### src/rtl/rrss_pkg.sv
// Shared types, codes and constants of the round-robin sleep scheduler.
package rrss_pkg;

  localparam int SLOTS = 8;
  localparam int IDX_W = (SLOTS > 1) ? $clog2(SLOTS) : 1;
  localparam int TICKS_W = 16;
  localparam int SLICE_W = 9;
  localparam int TSLICE_W = 8;
  localparam int OUT_IDX_W = 3;

  localparam logic [SLICE_W-1:0] SLICE_MAX = '1;
  localparam logic [TSLICE_W-1:0] TSLICE_RESET = TSLICE_W'(16);

  // Slot status codes.
  localparam logic [1:0] ST_DEAD     = 2'd0;
  localparam logic [1:0] ST_RUNNABLE = 2'd1;
  localparam logic [1:0] ST_RUNNING  = 2'd2;
  localparam logic [1:0] ST_BLOCKED  = 2'd3;

  // Command codes.
  localparam logic [1:0] CMD_TICK  = 2'd0;
  localparam logic [1:0] CMD_SLEEP = 2'd1;
  localparam logic [1:0] CMD_EXIT  = 2'd2;
  localparam logic [1:0] CMD_FORK  = 2'd3;

  typedef enum logic [3:0] {
    S_IDLE,
    S_PREP,
    S_TICK,
    S_CHECK,
    S_EXPIRE,
    S_SCAN,
    S_COMMIT,
    S_FORK,
    S_RESULT
  } state_t;

  typedef enum logic [2:0] {
    OP_NONE,
    OP_LOAD,
    OP_PREP,
    OP_TICK,
    OP_EXPIRE,
    OP_SCAN,
    OP_COMMIT,
    OP_FORK
  } op_t;

  typedef struct packed {
    logic expire;
    logic hit;
    logic dead;
    logic last;
  } dp_stat_t;

  function automatic logic [OUT_IDX_W-1:0] to_out_idx(input logic [IDX_W-1:0] idx);
    logic [31:0] wide;
    wide = 32'(idx);
    return wide[OUT_IDX_W-1:0];
  endfunction

endpackage

### src/rtl/rrss_ctrl.sv
// Sequencing state machine of the scheduler: steps the datapath through one request.
module rrss_ctrl
  import rrss_pkg::*;
(
  input  logic       clk,
  input  logic       rst,
  input  logic       start,
  input  logic [1:0] command,
  input  dp_stat_t   stat,
  output op_t        op,
  output logic       busy,
  output logic       done
);

  state_t state, state_next;

  always_ff @(posedge clk) begin
    if (rst) begin
      state <= S_IDLE;
    end else begin
      state <= state_next;
    end
  end

  always_comb begin
    state_next = state;
    case (state)
      S_IDLE: begin
        if (start) begin
          case (command)
            CMD_TICK: state_next = S_TICK;
            CMD_FORK: state_next = S_FORK;
            default:  state_next = S_PREP;
          endcase
        end
      end
      S_PREP:   state_next = S_TICK;
      S_TICK:   state_next = S_CHECK;
      S_CHECK:  state_next = stat.expire ? S_EXPIRE : S_RESULT;
      S_EXPIRE: state_next = S_SCAN;
      S_SCAN: begin
        if (stat.hit || stat.last) begin
          state_next = S_COMMIT;
        end
      end
      S_COMMIT: state_next = S_RESULT;
      S_FORK: begin
        if (stat.dead || stat.last) begin
          state_next = S_RESULT;
        end
      end
      S_RESULT: state_next = S_IDLE;
      default:  state_next = S_IDLE;
    endcase
  end

  always_comb begin
    op   = OP_NONE;
    busy = 1'b1;
    done = 1'b0;
    case (state)
      S_IDLE: begin
        busy = 1'b0;
        if (start) begin
          op = OP_LOAD;
        end
      end
      S_PREP:   op = OP_PREP;
      S_TICK:   op = OP_TICK;
      S_CHECK:  op = OP_NONE;
      S_EXPIRE: op = OP_EXPIRE;
      S_SCAN:   op = OP_SCAN;
      S_COMMIT: op = OP_COMMIT;
      S_FORK:   op = OP_FORK;
      S_RESULT: done = 1'b1;
      default:  op = OP_NONE;
    endcase
  end

endmodule

### src/rtl/rrss_datapath.sv
// Slot tables, running slot, scan pointer and result registers of the scheduler.
module rrss_datapath
  import rrss_pkg::*;
(
  input  logic                 clk,
  input  logic                 rst,
  input  op_t                  op,
  input  logic [1:0]           command,
  input  logic [TICKS_W-1:0]   sleep_ticks,
  input  logic                 cfg_we,
  input  logic [TSLICE_W-1:0]  cfg_wdata,
  output dp_stat_t             stat,
  output logic [OUT_IDX_W-1:0] running_slot,
  output logic                 switched,
  output logic [OUT_IDX_W-1:0] fork_slot,
  output logic                 fork_ok
);

  logic [1:0]          slot_status      [SLOTS];
  logic [1:0]          slot_status_next [SLOTS];
  logic [TICKS_W-1:0]  sleep_left       [SLOTS];
  logic [TICKS_W-1:0]  sleep_left_next  [SLOTS];
  logic [SLICE_W-1:0]  slice_used       [SLOTS];
  logic [SLICE_W-1:0]  slice_used_next  [SLOTS];

  logic [TSLICE_W-1:0] time_slice;
  logic [IDX_W-1:0]    cur, cur_next;
  logic [IDX_W-1:0]    addr, addr_next;
  logic [IDX_W-1:0]    count, count_next;
  logic                found, found_next;
  logic                expire, expire_next;
  logic [1:0]          cmd_q;
  logic [TICKS_W-1:0]  ticks_q;
  logic                sw_q, sw_next;
  logic                fok_q, fok_next;
  logic [IDX_W-1:0]    fslot_q, fslot_next;

  logic [IDX_W-1:0]    addr_inc;
  logic [SLICE_W-1:0]  slice_inc;
  logic [IDX_W-1:0]    tgt;
  logic [TICKS_W-1:0]  dec;

  assign addr_inc  = (addr == IDX_W'(SLOTS - 1)) ? '0 : addr + 1'b1;
  assign slice_inc = (slice_used[addr] == SLICE_MAX) ? SLICE_MAX : slice_used[addr] + 1'b1;
  assign tgt       = found ? addr : '0;

  assign stat.expire = expire;
  assign stat.hit    = (slot_status[addr] == ST_RUNNABLE);
  assign stat.dead   = (slot_status[addr] == ST_DEAD);
  assign stat.last   = (count == IDX_W'(SLOTS - 1));

  always_comb begin
    slot_status_next = slot_status;
    sleep_left_next  = sleep_left;
    slice_used_next  = slice_used;
    cur_next    = cur;
    addr_next   = addr;
    count_next  = count;
    found_next  = found;
    expire_next = expire;
    sw_next     = sw_q;
    fok_next    = fok_q;
    fslot_next  = fslot_q;
    dec         = '0;
    case (op)
      OP_LOAD: begin
        addr_next  = (command == CMD_FORK) ? '0 : cur;
        count_next = '0;
        sw_next    = 1'b0;
        fok_next   = 1'b0;
        fslot_next = '0;
      end
      OP_PREP: begin
        if (cmd_q == CMD_SLEEP) begin
          slot_status_next[addr] = ST_BLOCKED;
          sleep_left_next[addr]  = (ticks_q == '0) ? TICKS_W'(1) : ticks_q;
        end else begin
          slot_status_next[addr] = ST_DEAD;
        end
        slice_used_next[addr] = SLICE_W'(time_slice);
      end
      OP_TICK: begin
        // Every blocked slot counts down at once; the running slot's slice grows.
        for (int i = 0; i < SLOTS; i++) begin
          if (slot_status[i] == ST_BLOCKED) begin
            dec = (sleep_left[i] != '0) ? sleep_left[i] - 1'b1 : '0;
            sleep_left_next[i] = dec;
            if (dec == '0) begin
              slot_status_next[i] = ST_RUNNABLE;
            end
          end
        end
        slice_used_next[addr] = slice_inc;
        expire_next = (slice_inc > SLICE_W'(time_slice));
      end
      OP_EXPIRE: begin
        if (slot_status[addr] == ST_RUNNING) begin
          slot_status_next[addr] = ST_RUNNABLE;
        end
        slice_used_next[addr] = '0;
        addr_next  = addr_inc;
        count_next = '0;
        found_next = 1'b0;
      end
      OP_SCAN: begin
        found_next = stat.hit;
        if (!stat.hit) begin
          addr_next  = addr_inc;
          count_next = count + 1'b1;
        end
      end
      OP_COMMIT: begin
        // With nothing runnable the idle process in slot 0 takes over.
        if (!found) begin
          sleep_left_next[0] = '0;
        end
        cur_next = tgt;
        slot_status_next[tgt] = ST_RUNNING;
        slice_used_next[tgt]  = '0;
        sw_next = 1'b1;
      end
      OP_FORK: begin
        if (stat.dead) begin
          slot_status_next[addr] = ST_RUNNABLE;
          sleep_left_next[addr]  = '0;
          slice_used_next[addr]  = '0;
          fok_next   = 1'b1;
          fslot_next = addr;
        end else begin
          addr_next  = addr_inc;
          count_next = count + 1'b1;
        end
      end
      default: begin
        dec = '0;
      end
    endcase
  end

  always_ff @(posedge clk) begin
    if (rst) begin
      for (int i = 0; i < SLOTS; i++) begin
        slot_status[i] <= (i == 0) ? ST_RUNNING : ST_DEAD;
        sleep_left[i]  <= '0;
        slice_used[i]  <= '0;
      end
      time_slice <= TSLICE_RESET;
      cur        <= '0;
      addr       <= '0;
      count      <= '0;
      found      <= 1'b0;
      expire     <= 1'b0;
    end else begin
      slot_status <= slot_status_next;
      sleep_left  <= sleep_left_next;
      slice_used  <= slice_used_next;
      if (cfg_we) begin
        time_slice <= cfg_wdata;
      end
      cur    <= cur_next;
      addr   <= addr_next;
      count  <= count_next;
      found  <= found_next;
      expire <= expire_next;
    end
  end

  always_ff @(posedge clk) begin
    if (op == OP_LOAD) begin
      cmd_q   <= command;
      ticks_q <= sleep_ticks;
    end
    sw_q    <= sw_next;
    fok_q   <= fok_next;
    fslot_q <= fslot_next;
  end

  assign running_slot = to_out_idx(cur);
  assign switched     = sw_q;
  assign fork_slot    = to_out_idx(fslot_q);
  assign fork_ok      = fok_q;

endmodule

### src/rtl/round_robin_sleep_scheduler_top.sv
// Top level of the round-robin sleep scheduler: controller, datapath and checks.
//
// A request (tick, sleep, exit or fork) is taken when start is high and busy is low;
// its result appears for exactly one cycle with done high and cannot be held off.
// A tick whose slice does not expire passes the tick and check states before done;
// sleep and exit add a prep state, and an expiry adds expire, scan and commit, as the
// next runnable slot is sought one slot per cycle. A fork seeks a dead slot likewise.
// The next request is taken the cycle after done. The user must write time_slice through
// cfg_we and cfg_wdata only while idle; the block itself does not enforce this.
module round_robin_sleep_scheduler_top
  import rrss_pkg::*;
(
  input  logic                 clk,
  input  logic                 rst,
  input  logic                 start,
  output logic                 busy,
  input  logic [1:0]           command,
  input  logic [TICKS_W-1:0]   sleep_ticks,
  input  logic                 cfg_we,
  input  logic [TSLICE_W-1:0]  cfg_wdata,
  output logic                 done,
  output logic [OUT_IDX_W-1:0] running_slot,
  output logic                 switched,
  output logic [OUT_IDX_W-1:0] fork_slot,
  output logic                 fork_ok
);

  op_t      op;
  dp_stat_t stat;

  rrss_ctrl u_ctrl (
    .clk     (clk),
    .rst     (rst),
    .start   (start),
    .command (command),
    .stat    (stat),
    .op      (op),
    .busy    (busy),
    .done    (done)
  );

  rrss_datapath u_datapath (
    .clk          (clk),
    .rst          (rst),
    .op           (op),
    .command      (command),
    .sleep_ticks  (sleep_ticks),
    .cfg_we       (cfg_we),
    .cfg_wdata    (cfg_wdata),
    .stat         (stat),
    .running_slot (running_slot),
    .switched     (switched),
    .fork_slot    (fork_slot),
    .fork_ok      (fork_ok)
  );

`ifndef NO_ASSERTIONS
  // An accepted request keeps the block busy and cannot finish in the same cycle.
  a_accept_busy: assert property (@(posedge clk) disable iff (rst)
    (start && !busy) |=> (busy && !done))
    else $error("request accepted but block not busy");

  // After the result cycle the block is ready again.
  a_done_idle: assert property (@(posedge clk) disable iff (rst)
    done |=> !busy)
    else $error("block still busy after result");

  // A result never reports both a switch and a successful fork.
  a_fork_no_switch: assert property (@(posedge clk) disable iff (rst)
    done |-> !(switched && fork_ok))
    else $error("fork and switch reported together");
`endif

endmodule

### config.mk
export PLATFORM = sky130hd
export DESIGN_NAME = round_robin_sleep_scheduler_top
export DESIGN_NICKNAME = d
export VERILOG_FILES = /design/src/rtl/rrss_pkg.sv /design/src/rtl/rrss_ctrl.sv /design/src/rtl/rrss_datapath.sv /design/src/rtl/round_robin_sleep_scheduler_top.sv
export SDC_FILE = /design/constraint.sdc
export NUM_CORES = 1
export LEC_CHECK = 0
export BUFFER_PORTS_ARGS = -buffer_cell sky130_fd_sc_hd__buf_2
export CORE_ASPECT_RATIO = 0.6
export CORE_MARGIN = 5
export CORE_UTILIZATION = 55
export DETAILED_ROUTE_END_ITERATION = 6
export PLACE_DENSITY = 0.74
export SYNTH_ARGS = -nofsm -noshare
export SYNTH_HDL_FRONTEND = slang
export SYNTH_HIERARCHICAL = 1
export SYNTH_SLANG_ARGS = --single-unit
export TNS_END_PERCENT = 30
### constraint.sdc
create_clock -name clk -period 6.1 [get_ports clk]
set_input_delay 1.22 -clock clk [delete_from_list [all_inputs] [get_ports clk]]
set_output_delay 1.22 -clock clk [all_outputs]
set_load 0.03 [all_outputs]
Yosys cells after proc, flatten, opt, wreduce, memory -nomap -nowiden
Index checks and enable logic that the tools add are counted.
- register bits after elaboration: 262
- input port bits: 30
- output and inout port bits: 10
- logic and storage cells: 267
- add/subtract/negate cells: 11
- order comparisons: 5
- equality and inequality tests: 55
- muxes and demuxes: 89
- bitwise logic cells: 17
- reductions and logical operators: 54
- operators by type and width (kind ; count):
    $pmux 72 s5 ; 1
    $mux 16 ; 22
    $pmux 112 s3 ; 1
    $mux 128 ; 2
    $and 72x72->72 ; 2
    $bwmux 72 ; 2
    $logic_not 16->1 ; 9
    $not 72->72 ; 2
    $and 128x128->128 ; 1
    $bwmux 128 ; 1
    $not 128->128 ; 1
    $reduce_bool 16->1 ; 8
    $sub 16x1->16 const B ; 8
    $pmux 16 s5 ; 1
    $mux 72 ; 1
    $pmux 16 s4 ; 1
    $demux 9 s3 ; 2
    $demux 16 s3 ; 1
    $mux 9 ; 5
    $reduce_and 5->1 ; 9
    $mux 2 ; 20
    $ne 2x1->1 const B ; 20
    $pmux 4 s8 ; 1
    $reduce_and 4->1 ; 7
    45 further kinds ; 103

Logic depth before layout (Yosys ltp)
Gate-level depths: netlist (run 1).
- depth after elaboration: 9
- depth in mapped cells: 20
- depth with buffers taken out: 17

By module
The synthesis (run 1) kept the hierarchy.
- by module, submodules not included (module ; instances ; cells each ; area each (um^2) ; seq. area each (um^2)):
    rrss_datapath ; 1 ; 2071 ; 16570.9 ; 5395.2
    rrss_ctrl ; 1 ; 45 ; 374.1 ; 80.1

Worst setup path before layout (run 1)
No wires, ideal clock.
- path type: reg2reg
- start point: register u_datapath.addr[0]
- end point: register u_datapath.expire
- library setup time: 0.136 ns
- arrival: 3.460 ns
- data required time: 5.964 ns
- setup slack: 2.503 ns
- cell stages (with the launch flop): 18
- path buffers: 2
- clock period less this slack: 3.597 ns
- path through: dfxtp_1 > buf_4 > buf_6 > mux4_2 > mux2_2 > and3_1 > and2_1 > a21oi_2 > inv_1 > ha_1 > nor2b_1 > o21a_1 > o21a_1 > o21a_1 > o21a_1 > o211ai_1 > a21o_1 > a31oi_1
- longest elaborated chain between the ends: 7
- elaborated cells between the ends (all ways): 8
- those cells by class: add/sub: 1; order compare: 1; eq/ne: 1; mux: 4; bitwise: 1
- ends and longest elaborated chain (what ; RTL line ; text):
    from (decl) ; rrss_datapath.sv:28 ; logic [IDX_W-1:0] addr, addr_next;
    from (signal assigned) ; rrss_datapath.sv:161 ; addr <= addr_next;
    $not 3->4 (not written as such) (*) ; rrss_datapath.sv:44 ; assign slice_inc = (slice_used[addr] == SLICE_MAX) ? SLICE_MAX : slice_used[addr] + 1'b1;
    $bmux 9 s3 (*) ; rrss_datapath.sv:44 ;
    $mux 9 (not written as such) (*) (2 in a row) ; rrss_datapath.sv:44 ;
    $add 9x1->9 / $eq 9x9->1 (equally long branches) ; rrss_datapath.sv:44 ;
    $mux 9 (*) ; rrss_datapath.sv:44 ;
    $gt 9x8->1 (*) ; rrss_datapath.sv:94 ; expire_next = (slice_inc > SLICE_W'(time_slice));
    to (signal assigned) ; rrss_datapath.sv:164 ; expire <= expire_next;
    to (decl) ; rrss_datapath.sv:31 ; logic expire, expire_next;
Mark *: on every way between the ends. The rest lies on a longest branch, timed or not. The select of a mux whose other input is x is not followed.
A chain may end at the register's enable or synchronous reset.

Worst setup path after layout (run 1)
Ends and elaborated chain as after synthesis.

==> results by group, run 1 <==
Worst setup path
  – Buffers & Inverters on Critical Path: 2
  – Crit path cell chain: buf_4 -> mux4_2 -> mux2_2 -> and3_1 -> and2_1 -> a21oi_2 -> inv_1 -> ha_1 -> nor2b_1 -> o21a_1 -> o21a_1 -> o21a_1 -> o21a_1 -> o211ai_1 -> a21o_1 -> a31oi_1
  – Worst EP required: roughly 6.5 ns
  – CP Launch Type: flop
  – Endpoint class of the critical path: flop
  – Slowest cell on crit path: dfxtp_1
  – Arr. time, crit path: 5.19 ns
  – CP most frequent cell: o21a_1
  – CP delay by family, top: compound AO/OA/AOI/OAI gates
  – Critical path peak fanout: 19
  – Largest stage delay, worst path: 0.93 ns
  – Kind of critical path: reg2reg

Global routing
  – First-pass GRT wire length: 94200 um
  – Gr busiest metal: met1
  – Vias in the first global route: 15900
  – Grt met1 use: 51.1%
  – Largest net degree at the start of global routing: 54
  – Tot GR Track Use: 33.5%
  – Routing usage on met2: 43.2%
  – Routing usage on met3: 12.8%
  – Initial antenna violation count: 0
  – Overflow after GRT: 0

Clocking
  – Clk_lat worst skew: ~0.56 ns
  – CTS Hold Bufs: 0
  – H-tree lvl count: 1
  – Clock Pin Slew Worst Setup and Hold Paths: 0.06 ns
  – Cts bufs inserted: 26
  – Clk buf depth: 3
  – Setup bufs post-CTS: 0
  – Root buffer cell: clkbuf_16
  – CTS resizes: 0
  – TritonCTS clock tree: yes
  – CTS Sinks: 262

Floorplanning
  – Row cnt: 49
  – Die width: 237 um
  – Die height: 146 um
  – Initial core utilization: a little under three fifths
  – Die ar.: 0.0345 sq mm
  – Core footprint: 0.0302 sq mm
  – Num ports: 40

Pwr
  – Leakage: 6.97 nW
  – Comb power frac: a little under half
  – Max IR drop VDD: 0.273 mV
  – Power Density: 396 mW/mm^2
  – Sequential Power Share: 30.7%
  – Clock power share: 22.7%
  – Int Power: 0.00383 W
  – Switching Share: 46.7%
  – Total net switching power: 0.00335 W

Synthesis
  – Number of synthesized flops with an enable pin: 23
  – Synth Flop Type: dfxtp_1
  – Synth Cell Area: between 0.015 and 0.02 sq mm
  – Syn Area/Cell: 8.01 sq um
  – Largest family of logic cells by synthesized area: compound AO/OA/AOI/OAI gates
  – Post-synth top cells: dfxtp_1 (239), nand2_1 (199), nor2_1 (185), a21oi_1 (124), clkbuf_1 (124)
  – Simple-gate share of the synthesized area: 22.3%
  – Multiplexer area fraction after synthesis: 5.72%
  – Synthesized Nets: ~2200
  – Netlist cell types: 98
  – FFs w/ async S/R, synth: 0%
  – Ranking of synthesized cells by area: dfxtp_1 (28%), a22o_1 (5.0%), nand2_1 (4.4%)
  – Most numerous cell in the Yosys netlist: dfxtp_1
  – Cells after Synth: between 2000 and 2500
  – Ys Warns: 6
  – Synth Area in Compound Gates: 29.4%
  – Share of the synthesized area in the top cell type: 28.2%
  – Number of synthesized register bits: ~260
  – XOR/XNOR Fraction of Synth Area: 2.89%
  – Synth area leader: dfxtp_1
  – Post-Synth Adder-Cell Area: 1.70%
  – Seq/Total Area, Yosys: 32.3%

STA
  – Slew @ Worst Pin: 1.24 ns
  – Fin. Hold Viols: 0
  – Final worst setup slack: 1.33 ns
  – Slew HR: 17.4%
  – Tcrit/Tclk final: 78.2%
  – Period minus WS final: 4.77 ns
  – Unrepaired setup endpoints after global routing: false
  – Final setup fails: 0
  – Final Max Tran Viols: 0
  – Setup TNS: 0 ns
  – Fmax: 210 MHz
  – Clk_skew: 0.0109 ns

Cells and area
  – Util after Layout: about three fifths
  – N_diodes: 0
  – Share of cells above drive strength 1: 9.78%
  – Area grow syn2layout: 6.96%
  – Reg area: 0.00548 sq mm
  – Final #Nets: 2110
  – Fillers: 2742
  – Area of the multi-input gates: 0.0106 sq mm

Detailed routing
  – Initial DRT Pass Iterations: 6
  – Total Wirelength: 61100 um
  – Post-route ant nets: 0
  – Initial DRC Count: ~3000
  – DR vias/cell: 7.15
  – Drc violations: 0
  – Post-detailed-route wirelength per cell: between 20 and 25 um
  – Via Count: 17800

Place
  – DP Wirelength: 42500 um
  – Worst Setup Slack post-DPL: 1.36 ns
  – RD Place Congestion: 1.02
  – I/O Buffers: 39

Run status
  – Outcome: finished clean

Min path
  – Min-delay worst type: reg2reg

Job
  – Max Cap Viol: 0
## kinds of logic (layout without fill, tap and decap cells)
family / count (synthesis) / in the layout
fa+ha+maj: 23 / 23
mux: 77 / 77
simple gates: 751 / 751
xor+xnor: 56 / 56
flops: 262 / 262
compound gates: 717 / 717
buf+inv: 230 / 190
## through the flow
step / cells / total power (W) / instance area, sq um / hold WS [ns]
detailed placement: 2437 / 0.00537 / 17300 / 0.451
global route: 2484 / 0.00744 / 18100 / 0.465
finish: 2484 / 0.00717 / 18100 / 0.462
global placement: 2437 / 0.00533 / 17300 / 0.439
CTS: 2484 / 0.00700 / 18100 / 0.460
floorplan: 2116 / 0.00435 / 16900 / 0.427
## final timing paths
kind	start	end	slack, ns	cells past startpoint
worst max-delay path	u_datapath/addr[0]	u_datapath/expire	1.33	16
worst min-delay path	flop	flop	0.46	2
worst max register to register	u_datapath/addr[0]	u_datapath/expire	1.33	16
worst min register to register	flop	flop	0.46	2
## power by group through the flow
stage	Combinational, W	Sequential, W	Clock [W]
finish	0.00334	0.00220	0.00162
global route	0.00351	0.00221	0.00171
global placement	0.00312	0.00221	0
floorplan	0.00228	0.00207	0
detailed placement	0.00315	0.00222	0
CTS	0.00317	0.00218	0.00164
## worst min-delay path: stages (launching register included)
cell and delay, ns:
dfxtp_1 0.32, nand2_1 0.06, nand2_1 0.04
## routing by layer
metal,share of wire (%),routed length [um],up-vias
met2,38,23000,1317
met4,3.2,1960,2
met5,0.11,69,-
met3,16,9670,164
met1,43,26400,8412
li1,-,-,7861
## placed cells by master, fill, tap and decap left out, drive strengths merged, types with 11 or more instances in the layout
cell | netlist | final
xor2 | 19 | 19
o21a | 12 | 12
nand2 | 199 | 199
a31oi | 36 | 36
and2 | 15 | 15
nand4 | 27 | 27
dfxtp | 239 | 239
a21o | 13 | 13
and3 | 15 | 15
inv | 59 | 59
nand3 | 55 | 55
o31ai | 18 | 18
nor2 | 185 | 185
nor3b | 15 | 15
mux4 | 14 | 14
clkbuf | 124 | 42
a21oi | 126 | 126
o22ai | 93 | 93
nor4 | 30 | 30
a211oi | 24 | 24
nand2b | 22 | 22
a22oi | 45 | 45
edfxtp | 23 | 23
mux2 | 15 | 15
o21ai | 117 | 117
xnor2 | 37 | 37
nor3 | 88 | 88
ha | 23 | 23
a22o | 97 | 97
a311oi | 11 | 11
or3 | 24 | 24
nor2b | 22 | 22
buf | 45 | 82
mux2i | 48 | 48
o32ai | 22 | 22
## area by class of cell
cell class | instances | area share, %
Sequential cell | 262 | 30.2
Clock inverter | 5 | 0.152
Multi-Input combinational cell | 1624 | 58.2
Inverter | 61 | 1.26
Timing Repair Buffer | 82 | 2.87
Clock buffer | 42 | 4.43
Tap cell | 408 | 2.82
(Power assumes the default switching activity.)
==> run 2: changes to the inputs <==
- PLACE_DENSITY: 0.74 -> 0.77
- clock period: 6.1 -> 4.17 ns (I/O delays scaled with it)
==> run 2 against run 1 <==
Effect of this change:
- the flow now finishes with violations (DRC, setup timing)
- via count up 3.1%
- routed wire length up 4.2%
- first-iteration DRC count up 22%
- critical path depth down 5
- flip-flop and latch count unchanged
- global-route usage up 1.0 points
- worst hold slack worse by 0.0031 ns
- critical path type unchanged
- combinational power up 61%
- non-clock buffer count up 51
- die area unchanged
- sequential power up 45%
- core utilization up 1.4 points
==> results by group, run 2 (synthesis gave the netlist of run 1 again) <==
Clocking
  – Setup bufs post-CTS: 0 (unchanged)
  – Clock Pin Slew Worst Setup and Hold Paths: 0.07 ns (about the same)
  – Root buffer cell: clkbuf_16
  – CTS resizes: 0 (unchanged)
  – CTS Hold Bufs: 0 (unchanged)
  – H-tree lvl count: 1 (unchanged)
  – Cts bufs inserted: 26 (unchanged)
  – Clk_lat worst skew: 0.56 ns (about the same)
  – CTS Sinks: 262 (unchanged)
  – TritonCTS clock tree: yes
  – Clk buf depth: 3 (unchanged)

Cells and area
  – Most frequent cells in the layout: dfxtp_1 (237), nand2_1 (198), nor2_1 (183), a21oi_1 (123), o21ai_0 (112)
  – Fin cells: 2535 (+2.1%)
  – Most common cell after layout, fill and taps aside: dfxtp_1
  – Final #Nets: 2161 (+2.4%)
  – Share of cells above drive strength 1: 12.1% (+2.4 points)
  – N_diodes: 0 (unchanged)
  – Area grow syn2layout: 9.50%

Worst setup path
  – Largest stage delay, worst path: 0.64 ns (-0.29 ns)
  – Endpoint class of the critical path: flop
  – CP Launch Type: flop
  – Critical path peak fanout: 20 (+1)
  – Slowest cell on crit path: dfxtp_2
  – Arr. time, crit path: 4.67 ns (-0.52 ns)
  – Kind of critical path: reg2reg
  – Crit path cell chain: buf_4 -> buf_4 -> mux2i_1 -> o21ai_0 -> o31ai_2 -> a211o_1 -> o21ai_0 -> buf_4 -> nor3_1 -> o22ai_1 -> a21oi_1
  – R2R Setup Slk: -0.02 ns (-1.35 ns)
  – Worst EP required: 4.65 ns (-1.86 ns)
  – CP most frequent cell: buf_4
  – Reg-to-Reg Start: u_datapath/addr[2]
  – Worst r2r path cells: 11 (-5)

STA
  – Slew @ Worst Pin: 1.29 ns (+0.0515 ns)
  – Slew HR: 13.3% (-4.1 points)
  – Final Max Tran Viols: 0 (unchanged)
  – Fmax: 238 MHz (+14%)
  – Setup TNS: -0.0236 ns (-0.0236 ns)
  – Final setup fails: 1 (+1)
  – Clk_skew: 0.0193 ns (+0.00835 ns)
  – Fin. Hold Viols: 0 (unchanged)
  – Final worst setup slack: -0.0236 ns (-1.35 ns)
  – Period minus WS final: 4.19 ns (-0.580 ns)
  – Unrepaired setup endpoints after global routing: false
  – Tcrit/Tclk final: 101% (+22 points)

Floorplanning
  – Die width: 237 um (unchanged)
  – Core footprint: 0.0302 sq mm (unchanged)
  – Die height: 146 um (unchanged)
  – Num ports: 40 (unchanged)
  – Row cnt: 49 (unchanged)
  – Initial core utilization: 56.2% (unchanged)
  – Die ar.: 0.0345 sq mm (unchanged)

Pwr
  – Max IR drop VDD: 0.296 mV (+8.5%)
  – Leakage: 7.24 nW (+3.9%)
  – Power Density: 592 mW/mm^2 (+50%)

Job
  – Max Cap Viol: 0 (unchanged)

Min path
  – Min-delay worst type: in2reg
  – Worst hold start: sleep_ticks[8]
  – Hold Path Sink: u_datapath/ticks_q[8]
  – Hold Crit Depth: 1 (-1)

Detailed routing
  – Drc violations: 42 (+42)
  – Post-detailed-route wirelength per cell: 25.1 um (+2.1%)
  – Post-route ant nets: 0 (unchanged)
  – Initial DRC Count: 3649 (+22%)
  – Via Count: 18300 (+3.1%)
  – DR vias/cell: 7.22 (+0.98%)
  – Total Wirelength: 63700 um (+4.2%)
  – Initial DRT Pass Iterations: 7 (+1)

Place
  – I/O Buffers: 39 (unchanged)
  – DP Wirelength: 45200 um (+6.4%)
  – RD Place Congestion: 1.18 (+15%)
  – Dpl cells: 2488 (+2.1%)

Global routing
  – Largest net degree at the start of global routing: 56 (+3.7%)
  – Tot GR Track Use: 34.5% (+1.0 points)
  – First-pass GRT wire length: 96700 um (+2.6%)
  – Overflow after GRT: 0 (unchanged)
  – Vias in the first global route: 16200 (+2.2%)
  – Initial antenna violation count: 0 (unchanged)

Run status
  – Outcome: finished, violations left
  – Failing checks: DRC, setup timing
run 2: cell types whose count changed in the layout (fill, tap and decap cells not counted), moves of 2 or more:
cell       change
buf_4         +50
clkbuf_1       -5
clkinv_1       +3
bufinv_16      +2
clkinv_2       +2
run 2: how the worst max path moves through the flow:
stage | startpoint | to | slack (ns) | cells past startpoint
after floorplan | u_datapath/addr[0] | u_datapath/expire | 0.57 | 17
after global placement | start | flop | 0.34 | 11
after detailed placement | u_datapath/addr[2] | u_datapath/expire | 0.33 | 17
after CTS | u_datapath/addr[2] | u_datapath/expire | 0.33 | 17
after global routing | u_datapath/addr[2] | flop | 0.03 | 11
final | u_datapath/addr[2] | flop | -0.02 | 11
run 2: critical path, delay by kind of cell (launching register included):
kind            cells  cell delay [ns]
simple gates        1             0.59
compound gates      6             1.85
flops               1             0.64
buf+inv             3             0.78
mux                 1             0.26
run 2: cell type report:
type                            count  area [sq um]
Inverter                           61           229
Clock inverter                     12           109
Tap cell                          408           510
Clock buffer                       35           746
Timing Repair Buffer              133           916
Multi-Input combinational cell   1624         10600
Fill cell                        2613         11600
Sequential cell                   262          5480
run 2: metal layers:
| layer | wire (um) | track usage (%) |
|---|---|---|
| met5 | 67 | 0 |
| met4 | 2080 | 7.55 |
| met3 | 11800 | 17.3 |
| met2 | 23300 | 44.4 |
| met1 | 26400 | 51.1 |
run 2: power breakdown:
| part | switching (W) | internal [W] |
|---|---|---|
| registers | 0.000382 | 0.00281 |
| clock network | 0.00104 | 0.00137 |
| logic | 0.00368 | 0.00170 |
run 2: per-stage QoR:
stage	setup slack (ns)	util (%)	hold WS, ns	instance area [sq um]	total power (W)
finish	-0.0236	61.5	0.459	18600	0.0110
global route	0.0309	61.5	0.451	18600	0.0113
CTS	0.331	61.5	0.446	18500	0.0106
detailed placement	0.333	58.6	0.449	17700	0.00817
global placement	0.341	58.6	0.449	17700	0.00809
floorplan	0.573	-	0.427	16900	0.00636
